**src/rtl/core/sbls_pkg.sv**
```systemverilog
// Shared constants for the spectrum band level smoother.
// Used by the core, its port checkers and the testbench top; depends on nothing else.
`default_nettype none
package sbls_pkg;

    // default number of bands per frame
    localparam int BAND_COUNT_DEF = 16;

    // field widths
    localparam int MAG_W   = 16;
    localparam int INDEX_W = 6;
    localparam int LEVEL_W = 8;
    localparam int OUT_TDATA_W = ((INDEX_W + LEVEL_W + 7) / 8) * 8;

    // scaling and smoothing constants
    localparam int LEVEL_FULL   = 255;
    localparam int KEEP_WEIGHT  = 9;
    localparam int TOTAL_WEIGHT = 10;

    // serial divider: 8 quotient bits, dividend up to 65535 * 255
    localparam int QUOT_W = LEVEL_W;
    localparam int DIV_W  = MAG_W + QUOT_W;

endpackage
`default_nettype wire

```
**src/rtl/core/spectrum_band_level_smoother.sv**
```systemverilog
// Spectrum band level smoother: frame buffer, peak tracker, serial divider, level store.
// Depends on sbls_pkg.
//
// The block takes BAND_COUNT band magnitudes per frame, one per request, and stores them
// while tracking the frame peak. After the last band it emits one request per band, in
// band order: the band is scaled to floor(mag*255/peak) (0 for a zero peak), then
// smoothed as floor((9*old+scaled)/10) into a per-band level store cleared at reset.
// Both divisions run on one restoring divider that makes one quotient bit per cycle;
// each band steps through read, load, 8 quotient bits, load, 8 quotient bits and
// output, and the output step waits while a stalled result is held. Input is not
// taken during emission.
`default_nettype none
module spectrum_band_level_smoother #(
    parameter int BAND_COUNT = sbls_pkg::BAND_COUNT_DEF
) (
    input  wire logic                           clk,
    input  wire logic                           rst_n,
    // input stream: tdata = band_magnitude[15:0]
    input  wire logic                           s_tvalid,
    output logic                                s_tready,
    input  wire logic [sbls_pkg::MAG_W-1:0]     s_tdata,
    // output stream: tdata = band_index[5:0], led_level[13:6], zero [15:14]
    output logic                                m_tvalid,
    input  wire logic                           m_tready,
    output logic [sbls_pkg::OUT_TDATA_W-1:0]    m_tdata,
    // frame_last
    output logic                                m_tlast
);

    localparam int IDX_W = $clog2(BAND_COUNT);
    localparam logic [IDX_W-1:0] LAST_BAND = IDX_W'(BAND_COUNT - 1);
    localparam int DIV_W  = sbls_pkg::DIV_W;
    localparam int QUOT_W = sbls_pkg::QUOT_W;
    localparam int MAG_W  = sbls_pkg::MAG_W;
    localparam int LEVEL_W = sbls_pkg::LEVEL_W;
    localparam int PAD_W  = sbls_pkg::OUT_TDATA_W - sbls_pkg::INDEX_W - LEVEL_W;
    // divisor of the smoothing step, aligned to the top quotient bit
    localparam logic [DIV_W-1:0] TEN_ALIGNED =
        DIV_W'(sbls_pkg::TOTAL_WEIGHT) << (QUOT_W - 1);

    typedef enum logic [2:0] {
        S_FILL,
        S_RD,
        S_LD1,
        S_DIV1,
        S_LD2,
        S_DIV2,
        S_OUT
    } state_t;

    state_t                    state_reg;
    logic [IDX_W-1:0]          band_reg;
    logic [MAG_W-1:0]          peak_reg;
    logic [DIV_W-1:0]          rem_reg;
    logic [DIV_W-1:0]          dvs_reg;
    logic [QUOT_W-1:0]         quot_reg;
    logic [2:0]                step_reg;
    logic                      m_tvalid_reg;
    logic [IDX_W-1:0]          out_index_reg;
    logic [LEVEL_W-1:0]        out_level_reg;
    logic                      out_last_reg;

    // memories
    logic [MAG_W-1:0]          sample_mem [BAND_COUNT];
    logic [LEVEL_W-1:0]        level_mem  [BAND_COUNT];
    logic [MAG_W-1:0]          sample_rd_reg;
    logic [LEVEL_W-1:0]        level_rd_reg;
    logic                      level_vld_rd_reg;
    logic [BAND_COUNT-1:0]     level_vld_reg;

    logic                      in_accept;
    logic                      out_load;
    logic                      rem_ge;
    logic [DIV_W-1:0]          rem_next;
    logic [QUOT_W-1:0]         quot_next;
    logic [LEVEL_W-1:0]        old_level;
    logic [LEVEL_W-1:0]        scaled;
    logic [DIV_W-1:0]          smooth_num;
    logic [DIV_W-1:0]          scale_num;

    assign s_tready  = (state_reg == S_FILL);
    assign in_accept = s_tvalid && s_tready;
    assign out_load  = (state_reg == S_OUT) && (!m_tvalid_reg || m_tready);

    assign m_tvalid = m_tvalid_reg;
    assign m_tlast  = out_last_reg;
    assign m_tdata  = {PAD_W'(0), out_level_reg, sbls_pkg::INDEX_W'(out_index_reg)};

    // one restoring step: one quotient bit per cycle
    always_comb
    begin
        rem_ge    = (rem_reg >= dvs_reg);
        rem_next  = rem_ge ? (rem_reg - dvs_reg) : rem_reg;
        quot_next = {quot_reg[QUOT_W-2:0], rem_ge};
    end

    // dividends: mag*255 and 9*old + scaled
    always_comb
    begin
        old_level  = level_vld_rd_reg ? level_rd_reg : '0;
        scaled     = (peak_reg == '0) ? '0 : quot_reg;
        scale_num  = {sample_rd_reg, QUOT_W'(0)} - DIV_W'(sample_rd_reg);
        smooth_num = DIV_W'({old_level, 3'b000}) + DIV_W'(old_level) + DIV_W'(scaled);
    end

    // sample buffer: written during fill, read once per band
    always_ff @(posedge clk)
    begin
        if (in_accept)
        begin
            sample_mem[band_reg] <= s_tdata;
        end
        if (state_reg == S_RD)
        begin
            sample_rd_reg <= sample_mem[band_reg];
        end
    end

    // level store: written at output, read at start of each band
    always_ff @(posedge clk)
    begin
        if (out_load)
        begin
            level_mem[band_reg] <= quot_next;
        end
        if (state_reg == S_RD)
        begin
            level_rd_reg <= level_mem[band_reg];
        end
    end

    // level valid bits stand for the cleared store
    always_ff @(posedge clk or negedge rst_n)
    begin
        if (!rst_n)
        begin
            level_vld_reg    <= '0;
            level_vld_rd_reg <= 1'b0;
        end
        else
        begin
            if (out_load)
            begin
                level_vld_reg[band_reg] <= 1'b1;
            end
            if (state_reg == S_RD)
            begin
                level_vld_rd_reg <= level_vld_reg[band_reg];
            end
        end
    end

    // control state and output register
    always_ff @(posedge clk or negedge rst_n)
    begin
        if (!rst_n)
        begin
            state_reg     <= S_FILL;
            band_reg      <= '0;
            peak_reg      <= '0;
            step_reg      <= '0;
            m_tvalid_reg  <= 1'b0;
            out_last_reg  <= 1'b0;
            out_index_reg <= '0;
            out_level_reg <= '0;
            rem_reg       <= '0;
            dvs_reg       <= '0;
            quot_reg      <= '0;
        end
        else
        begin
            if (m_tvalid_reg && m_tready && !out_load)
            begin
                m_tvalid_reg <= 1'b0;
            end
            unique case (state_reg)
                S_FILL:
                begin
                    if (in_accept)
                    begin
                        if (s_tdata > peak_reg)
                        begin
                            peak_reg <= s_tdata;
                        end
                        if (band_reg == LAST_BAND)
                        begin
                            band_reg  <= '0;
                            state_reg <= S_RD;
                        end
                        else
                        begin
                            band_reg <= band_reg + 1'b1;
                        end
                    end
                end
                S_RD:
                begin
                    state_reg <= S_LD1;
                end
                S_LD1:
                begin
                    rem_reg   <= scale_num;
                    dvs_reg   <= DIV_W'(peak_reg) << (QUOT_W - 1);
                    quot_reg  <= '0;
                    step_reg  <= '0;
                    state_reg <= S_DIV1;
                end
                S_DIV1:
                begin
                    rem_reg  <= rem_next;
                    dvs_reg  <= dvs_reg >> 1;
                    quot_reg <= quot_next;
                    step_reg <= step_reg + 1'b1;
                    if (step_reg == 3'(QUOT_W - 1))
                    begin
                        state_reg <= S_LD2;
                    end
                end
                S_LD2:
                begin
                    rem_reg   <= smooth_num;
                    dvs_reg   <= TEN_ALIGNED;
                    quot_reg  <= '0;
                    step_reg  <= '0;
                    state_reg <= S_DIV2;
                end
                S_DIV2:
                begin
                    // last step is folded into the output load
                    if (step_reg == 3'(QUOT_W - 1))
                    begin
                        state_reg <= S_OUT;
                    end
                    else
                    begin
                        rem_reg  <= rem_next;
                        dvs_reg  <= dvs_reg >> 1;
                        quot_reg <= quot_next;
                        step_reg <= step_reg + 1'b1;
                    end
                end
                S_OUT:
                begin
                    if (out_load)
                    begin
                        m_tvalid_reg  <= 1'b1;
                        out_index_reg <= band_reg;
                        out_level_reg <= quot_next;
                        out_last_reg  <= (band_reg == LAST_BAND);
                        if (band_reg == LAST_BAND)
                        begin
                            band_reg  <= '0;
                            peak_reg  <= '0;
                            state_reg <= S_FILL;
                        end
                        else
                        begin
                            band_reg  <= band_reg + 1'b1;
                            state_reg <= S_RD;
                        end
                    end
                end
                default:
                begin
                    state_reg <= S_FILL;
                end
            endcase
        end
    end

endmodule
`default_nettype wire

```
**config.mk**
```make
export PLATFORM = sky130hd
export DESIGN_NAME = spectrum_band_level_smoother
export DESIGN_NICKNAME = d
export VERILOG_FILES = /design/src/rtl/core/sbls_pkg.sv /design/src/rtl/core/spectrum_band_level_smoother.sv
export SDC_FILE = /design/constraint.sdc
export NUM_CORES = 1
export LEC_CHECK = 0
export BUFFER_PORTS_ARGS = -buffer_cell sky130_fd_sc_hd__buf_2
export CORE_MARGIN = 2
export CORE_UTILIZATION = 35
export DETAILED_ROUTE_END_ITERATION = 10
export GPL_TIMING_DRIVEN = 0
export SLEW_MARGIN = 20
export SYNTH_ARGS = -nofsm -noshare
export SYNTH_HDL_FRONTEND = slang
export SYNTH_SLANG_ARGS = --single-unit
```
**constraint.sdc**
```tcl
create_clock -name clk -period 7.3 [get_ports clk]
set_input_delay 0.365 -clock clk [delete_from_list [all_inputs] [get_ports clk]]
set_output_delay 0.365 -clock clk [all_outputs]
set_load 0.05 [all_outputs]
```
== After elaboration in Yosys (flattened, before gate mapping) ==
Memories as Yosys holds them, arrays and structs flattened. A register that Yosys moved wholly into a read port is not among the register bits.
Cells that the tools add are included.
Operators by class
  $add $sub $neg: 6
  order comparisons: 4
  equality and inequality tests: 16
  reduce and logical (&&, ||, !) cells: 20
  mux-type cells: 38
  bitwise gates (word level): 1
Operator list (count)
  $pmux W24 S4: 2
  $mux W24: 3
  $mux W16: 4
  $pmux W16 S2: 1
  $ge A24 B24 Y1: 1
  $mux W8: 3
  $pmux W8 S3: 1
  $sub A24 B16 Y24: 1
  $sub A24 B24 Y24: 1
  $pmux W3 S7: 1
  $mux W3: 6
  $gt A16 B16 Y1: 1
  $logic_not A16 Y1: 1
  $or A16 B16 Y16: 1
  $add A12 B8 Y13: 1
  $add A11 B8 Y12: 1
  $eq A3 B3 Y1 const B: 4
  $mux W4: 3
  $mux W1: 10
  $reduce_and A5 Y1: 2
  $pmux W3 S3: 1
  $ne A2 B1 Y1 const B: 4
  $ne A2 B2 Y1 const B: 4
  $pmux W4 S2: 1
  19 further kinds: 27
Storage, ports and cells
  RAM bits: 384
  memories: 2
  register bits: 113
Memories
  sample_mem: depth 16, bits a word 16, rd ports 1, clocked after Yosys merged registers in 1, write ports 1, RTL line spectrum_band_level_smoother.sv:64  | logic [MAG_W-1:0] sample_mem [BAND_COUNT];
  level_mem: depth 16, bits a word 8, rd ports 1, clocked after Yosys merged registers in 1, write ports 1, RTL line spectrum_band_level_smoother.sv:65  | logic [LEVEL_W-1:0] level_mem [BAND_COUNT];

== Depth between registers and ports, before layout ==
Gate-level depths: netlist of run 1.
  depth after elaboration: 8
  depth in mapped cells: 14
  mapped depth without buffers: 14

== Least setup slack after synthesis of run 1 ==
Ideal clock, no wire load.
  kind: register to register
  start: register state_reg[2]
  end: memory sample_mem[1][0], enable pin
  arrival: 3321 ps
  cell stages (with the launch flop): 6
  path slack: 3569 ps
  setup time: 409 ps
  path buffers: 1
  period minus slack after synthesis: 3731 ps
  cell sequence: dfrtp_1 > clkbuf_1 > nor3_1 > and2_1 > nand2_1 > nor3_1
Between the ends
  cells in the longest elaborated chain, start to end: 4
RTL lines
  start, declared: RTL line spectrum_band_level_smoother.sv:51  | state_t state_reg;
  start signal, assigned: RTL line spectrum_band_level_smoother.sv:158  | state_reg <= S_FILL;
  start signal, assigned: RTL line spectrum_band_level_smoother.sv:188  | state_reg <= S_RD;
  start signal, assigned: RTL line spectrum_band_level_smoother.sv:198  | state_reg <= S_LD1;
  $logic_not A3 Y1: RTL line spectrum_band_level_smoother.sv:81  | assign s_tready = (state_reg == S_FILL);
  net s_tready: RTL line spectrum_band_level_smoother.sv:20  | output logic s_tready,
  $logic_and A1 B1 Y1: RTL line spectrum_band_level_smoother.sv:82  | assign in_accept = s_tvalid && s_tready;
  $mux W1: RTL line spectrum_band_level_smoother.sv:109  | if (in_accept)
  $mux W1 (not written as such): RTL line spectrum_band_level_smoother.sv:111  | sample_mem[band_reg] <= s_tdata;
  end, declared: RTL line spectrum_band_level_smoother.sv:64
The timed path passes the listed nets, and every way through them passes these cells.

== Worst setup path after layout of run 1 ==
  start: register peak_reg[8]
  end: register rem_reg[9]
Between the ends
  cells in the longest elaborated chain, start to end: 4
RTL lines
  start, declared: RTL line spectrum_band_level_smoother.sv:53  | logic [MAG_W-1:0] peak_reg;
  start signal, assigned: RTL line spectrum_band_level_smoother.sv:183  | peak_reg <= s_tdata;
  $logic_not A16 Y1: RTL line spectrum_band_level_smoother.sv:101  | scaled = (peak_reg == '0) ? '0 : quot_reg;
  $mux W8: RTL line spectrum_band_level_smoother.sv:101
  $add A12 B8 Y13: RTL line spectrum_band_level_smoother.sv:103  | smooth_num = DIV_W'({old_level, 3'b000}) + DIV_W'(old_level) + DIV_W'(scaled);
  $pmux W24 S4: RTL line spectrum_band_level_smoother.sv:176  | unique case (state_reg)
  end signal, assigned: RTL line spectrum_band_level_smoother.sv:202  | rem_reg <= scale_num;
  end signal, assigned: RTL line spectrum_band_level_smoother.sv:210  | rem_reg <= rem_next;
  end signal, assigned: RTL line spectrum_band_level_smoother.sv:221  | rem_reg <= smooth_num;
  end, declared: RTL line spectrum_band_level_smoother.sv:54  | logic [DIV_W-1:0] rem_reg;
Every way passes these cells.
A chain may end at the register's enable or synchronous reset.

==> impl_metrics.toml, run 1 <==
[run_status]
status = "finished clean"

[pwr]
power_per_cell_area_mw_per_mm2 = 424
leakagePower_uw = 0.00947
vdd.ir_drop.worst_mv = 0.206

[min_path]
hp-start = "s_tdata[15]"
holdCritPathClass = "in2reg"

[timing]
hold_viol_final = 0
fin_crit_sh_pct = 63.2
rsz0062_at_grt = "false"
slew_viol_final = 0
fmax_ghz = 0.217
maxSlewHeadroom_pct = 32.9
tightest_slew_ps = 1010
setup_viol_count_final = 0
fin_setup_tns_ps = 0
final.setup_skew_ps = 17.6
fin_crit_ps = 4610

[setup_path]
r2r-start = "peak_reg[8]"
critPathSlowestCell = "o41ai_1"
critPathCaptureType = "flip-flop"
cpPeakStageDelay_ps = 630
arrival_ps = 5070
crit_path_max_fanout = 8
cp-startpoint = "peak_reg[8]"
cp_data_required_time_ps = 7760
startpoint_type = "flip-flop"
critPathTopFamily = "compound AO/OA/AOI/OAI gates"
worst-setup-path-type = "reg2reg"
worst-path-buf-inv = 0
rrSetupSlack_ps = 2690
crit_chain = "nor4_1, nand4_1, and2_1, ha_1, ha_1, fa_1, a21o_1, a21oi_1, o21ai_0, o41ai_1, xnor2_1, a222oi_1, a21oi_1"

[clock_network]
cts_hold_buf = 1
clkSinkCount = 520
path_clk_slew_ps = 60
h-tree-depth = 2
cts_tree = "built"
post_cts_buffers = 0
clk_path_buf_depth = 3
cts.repair.resized = 0
numCtsBuffers = 52
clkLatencyLatePin_ps = 590
cts_root_buf = "clkbuf_16"

[finish]
register_area_mm2 = 0.0151
largest_reg_flops = 256
n_antenna_cell = 0
synthToLayoutAreaGrowth_pct = 14.2
final_cells = 2507
drive_gt1_share_pct = 19.0
mostFrequentLayoutCell = "edfxtp_1"
multi_input_area_mm2 = 0.00764
nets = 1692
mostFrequentLayoutCells = "edfxtp_1, mux4_2, dfrtp_1"
n_fill_cell = 5991

[synth]
synth-edff-count = 408
yosysSeqAreaShare_pct = 65.0
synthTopCellsByArea = "edfxtp_1, mux4_2, dfrtp_1"
synth_flop_cell = "edfxtp_1"
syn_inst = 1491
async_flop_share_pct = 21.5
netlist.area_leader.share_pct = 52.9
synth_seq_cells = 520
synth.avg_cell_area_um2 = 15.5
yosys.area.top_type = "edfxtp_1"
synth_cell_types = 72
mappedNetlistArea_mm2 = 0.0232
yosys_warnings = 0

[detailed_routing]
drtAntennaViolNets = 0
firstDrtPassIters = 7
routedWlPerCell_um = 22.2
drc = 0
wirelength_um = 55600
via_count = 13500
via_per_inst = 5.39
drtIter0Drc = 1271

[floorplan]
coreArea_mm2 = 0.0656
initial_core_util_pct = 35.3
num_rows = 94
dieArea_mm2 = 0.0683
boundaryPins = 39
die_x_um = 261
die_h_um = 261

[grt]
grt_pass1_vias = 13900
grt_start_max_net_pins = 77
grt_use_total_pct = 16.5
antenna_found_initial = 5
gr-total-overflow = 0
grt_pass1_wl_um = 85000

[place]
port_buffers = 34
dp_cells = 2408
gp_congestion = 0.883
post-dp-hpwl_um = 39100

[run]
maxCapViolCount = 0
-- worst reg2reg max path, stage by stage (launching register included) --
cell and delay [ps]:
dfrtp_1 420, nor4_1 440, nand4_1 520, and2_1 360, ha_1 280, ha_1 240, fa_1 420, a21o_1 170
a21oi_1 240, o21ai_0 170, o41ai_1 630, xnor2_1 170, a222oi_1 310, a21oi_1 110
-- through the flow --
step / cell area, um^2 / hold slack (ps) / utilization (%) / worst slack, ps / power (uW)
2_1_floorplan: 23200 / 69.4 / - / 3570 / 7190
3_3_place_gp: 24400 / 447 / 37.2 / 2460 / 8440
3_5_place_dp: 24700 / 294 / 37.6 / 2710 / 8530
4_1_cts: 26500 / 150 / 40.3 / 2710 / 11300
5_1_grt: 26500 / 167 / 40.3 / 2550 / 11800
6_report: 26500 / 182 / 40.3 / 2690 / 11200
-- metal layers --
layer	up-vias	GRT usage, %	part of all wire (%)
met2	379	27.8	49
li1	6039	-	-
met1	6978	22.0	43
met4	8	4.64	2.6
met3	98	2.97	5.4
met5	-	0	0.099
-- where the power goes --
group | internal [uW] | switching [uW]
logic | 1880 | 2650
registers | 3670 | 326
clock network | 1570 | 1120
-- cells by family (layout without fill, tap and decap cells) --
group,Yosys count,after routing,synth area share (%)
xor+xnor,48,48,1.81
buf+inv,148,297,2.52
other cells,1,4,0.0162
simple gates,306,306,6.43
fa+ha+maj,72,72,4.11
mux,130,130,12.4
compound gates,266,266,7.76
flops,520,520,65.0
-- synth_stat cells (10+ instances only) --
cell type and instances:
a21o_1 20, a21oi_1 70, a221oi_1 15, a22o_1 29, a22oi_1 12, and2_1 24
buf_1 16, clkbuf_1 49, dfrtp_1 112, edfxtp_1 408, ha_1 65, inv_1 74
mux4_2 125, nand2_1 87, nand3_1 24, nand4_1 10, nor2_1 78, nor3_1 19
nor4_1 10, o21ai_0 42, o31ai_1 14, or2_2 17, xnor2_1 37, xor2_1 11
-- final timing paths --
kind / to / cells past startpoint
worst min-delay path: sample_mem[10][15] / 1
min in group asynchronous: rem_reg[20] / 2
max in group asynchronous: level_vld_reg[8] / 3
worst max register to register: rem_reg[9] / 13
worst min register to register: level_vld_reg[10] / 1
worst max-delay path: rem_reg[9] / 13
-- layout make-up --
type                    instances  area share (%)
flip-flops and latches        520            56.9
multi-input cells             826            28.9
clock buffers                  71            5.49
well taps                     864            4.09
repair buffers                 52            1.38
plain buffers                  74            1.16
clock inverters                26            1.06
inverters                      74            1.05
Note: power is estimated with default switching activity, not from simulation.
==> inputs of run 2 (changes only) <==
--- a/config.mk
+++ b/config.mk
@@ -5,6 +5,7 @@
 export SDC_FILE = /design/constraint.sdc
 export NUM_CORES = 1
 export LEC_CHECK = 0
+export ABC_AREA = 1
 export BUFFER_PORTS_ARGS = -buffer_cell sky130_fd_sc_hd__buf_2
 export CORE_MARGIN = 2
 export CORE_UTILIZATION = 35
==> constraint.sdc (replaced) <==
create_clock -name clk -period 4.4 [get_ports clk]
set_input_delay 0.22 -clock clk [delete_from_list [all_inputs] [get_ports clk]]
set_output_delay 0.22 -clock clk [all_outputs]
set_load 0.05 [all_outputs]
==> run 2 against run 1 <==
Net effect:
- critical path depth decreased by 6
- register-to-register slack got worse by 1800 ps
- maximum frequency increased by 31%
- die area increased by 6.1%
- total power increased by 96%
- area after synthesis increased by 6.2%
- non-clock buffer count increased by 36
- critical path type unchanged
==> impl_metrics.toml, run 2 <==
[run_status]
status = "finished clean"

[setup_path]
crit_path_max_fanout = 11
arrival_ps = 3760
worst-setup-path-type = "reg2reg"
rrSetupSlack_ps = 870
critPathCaptureType = "flip-flop"
cp_data_required_time_ps = 4630
startpoint_type = "flip-flop"

[grt]
gr-total-overflow = 0
grt_pass1_wl_um = 109000
antenna_found_initial = 1
grt_pass1_vias = 18100
grt_use_total_pct = 19.7
grt_start_max_net_pins = 79

[clock_network]
clkLatencyLatePin_ps = 630
cts_root_buf = "clkbuf_16"
clkSinkCount = 520
cts_tree = "built"
path_clk_slew_ps = 60
post_cts_buffers = 0
h-tree-depth = 2
numCtsBuffers = 53
clk_path_buf_depth = 3

[finish]
drive_gt1_share_pct = 8.31
multi_input_area_mm2 = 0.00824
mostFrequentLayoutCell = "nand2_1"
n_fill_cell = 6786
largest_reg_flops = 256
mostFrequentLayoutCells = "nand2_1, edfxtp_1, nor2_1"
nets = 2697
n_antenna_cell = 0
register_area_mm2 = 0.0151
synthToLayoutAreaGrowth_pct = 13.7

[timing]
final.setup_skew_ps = 25.2
rsz0062_at_grt = "false"
slew_viol_final = 0
fin_crit_sh_pct = 80.1
maxSlewHeadroom_pct = 30.4
hold_viol_final = 0
fmax_ghz = 0.284
fin_setup_tns_ps = 0
hold_ws_ps = 50.1
tightest_slew_ps = 1040
fin_crit_ps = 3530
setup_viol_count_final = 0

[detailed_routing]
drc = 0
wirelength_um = 72800
routedWlPerCell_um = 20.3
via_count = 18700
firstDrtPassIters = 8
drtAntennaViolNets = 0
via_per_inst = 5.20
drtIter0Drc = 2012

[pwr]
vdd.ir_drop.worst_mv = 0.393
power.internal_uw = 11800
power.switching_uw = 10100
power_per_cell_area_mw_per_mm2 = 785
clkPwrFrac_pct = 20.2
leakagePower_uw = 0.0110
p_seq_share_pct = 31.4
power_frac_comb_pct = 48.4
p_sw_share_pct = 46.1

[synth]
yosys.area.top_type = "edfxtp_1"
netlist.area_leader.share_pct = 49.8
async_flop_share_pct = 21.5
synth.avg_cell_area_um2 = 9.86
yosysMostFrequentCell = "nand2_1"
yosysSeqAreaShare_pct = 61.2
synth_seq_cells = 520
synth_flop_cell = "edfxtp_1"
synth_commonest_cells = "nand2_1, edfxtp_1, nor2_1"
synth-edff-count = 408
yosys_warnings = 0
synthTopCellsByArea = "edfxtp_1, dfrtp_1, nand2_1"
synth_cell_types = 52
syn_inst = 2495
mappedNetlistArea_mm2 = 0.0246

[min_path]
holdCritPathClass = "in2reg"

[floorplan]
die_h_um = 269
dieArea_mm2 = 0.0724
num_rows = 97
initial_core_util_pct = 35.3
coreArea_mm2 = 0.0698
boundaryPins = 39
die_x_um = 269

[place]
port_buffers = 34
gp_congestion = 0.899
post-dp-hpwl_um = 53900

[run]
maxCapViolCount = 0
## run 2: cell count changes after synthesis, sizes merged, moves of 51 or more
cell   previous run  this run
nand4            10        61
nor2             78       332
nand2            87       584
inv              74       231
o21ai            44       256
mux4            125         0
nand3            24        98
o22ai             4       104
## run 2: path summary, 6_finish.rpt
path / cells after the start / from / end
max in group asynchronous: 3 / rst_n / level_vld_reg[6]
min in group asynchronous: 2 / rst_n / rem_reg[21]
min: 1 / s_tdata[11] / sample_mem[11][11]
max: 7 / band_reg[0] / level_mem[12][7]
min reg2reg: 2 / level_vld_reg[1] / level_vld_reg[1]
max reg2reg: 7 / band_reg[0] / level_mem[12][7]
## run 2: kinds of logic (layout without fill, tap and decap cells)
family	after synthesis	count (layout)	share of synthesized area [%]
XOR/XNOR	8	8	0.285
AND/OR/NAND/NOR	1108	1108	18.7
adder cells (fa/ha/maj)	72	72	3.87
buffers and inverters	341	490	5.57
AO/OA/AOI/OAI	444	444	10.3
multiplexers	1	1	0.0458
flip-flops	520	520	61.2
other	1	4	0.0152
## run 2: final cells by class
| cell class | count | share of cell area, % |
|---|---|---|
| flip-flops and latches | 520 | 53.8 |
| multi-input cells | 1637 | 29.4 |
| clock buffers | 66 | 4.99 |
| well taps | 940 | 4.20 |
| inverters | 231 | 3.13 |
| plain buffers | 110 | 1.78 |
| repair buffers | 52 | 1.56 |
| clock inverters | 31 | 1.11 |
## run 2: routing by layer
metal	part of all wire, %	vias to the layer above	routed length (um)	global-route usage [%]
met1	43	8993	31300	26.6
met3	6.5	135	4770	2.61
met5	0	-	0	0
met2	47	751	34500	32.8
li1	-	8781	-	-
met4	3.0	0	2190	6.59
## run 2: worst max-delay path, stage by stage, from the launching register on
cell      delay (ps)
dfrtp_1          560
buf_2            310
inv_1            130
buf_2            290
clkbuf_1         490
ha_1             400
nand2_1          140
nor2_1           820
## run 2: what timing repair did
item	CTS	global route
resized for setup	0	0
hold buffers	2	0
hold endpoints to repair	113	0
## run 2: stage by stage
| stage | total power, uW | cell area [um^2] | util [%] | setup WS [ps] | std cells |
|---|---|---|---|---|---|
| floorplan | 13800 | 24600 | - | 1580 | 2498 |
| global placement | 17300 | 26000 | 37.2 | 418 | 3472 |
| detailed placement | 17500 | 26300 | 37.6 | 954 | 3488 |
| CTS | 22000 | 28000 | 40.1 | 945 | 3587 |
| global route | 23500 | 28000 | 40.1 | 782 | 3587 |
| finish | 22000 | 28000 | 40.1 | 875 | 3587 |
## run 2: power groups by stage
stage,clock [uW],sequential (uW),combinational (uW)
finish,4440,6890,10600
global placement,0,6970,10400
floorplan,0,6900,6910
global route,4710,6970,11800
CTS,4510,6880,10600
detailed placement,0,6980,10500
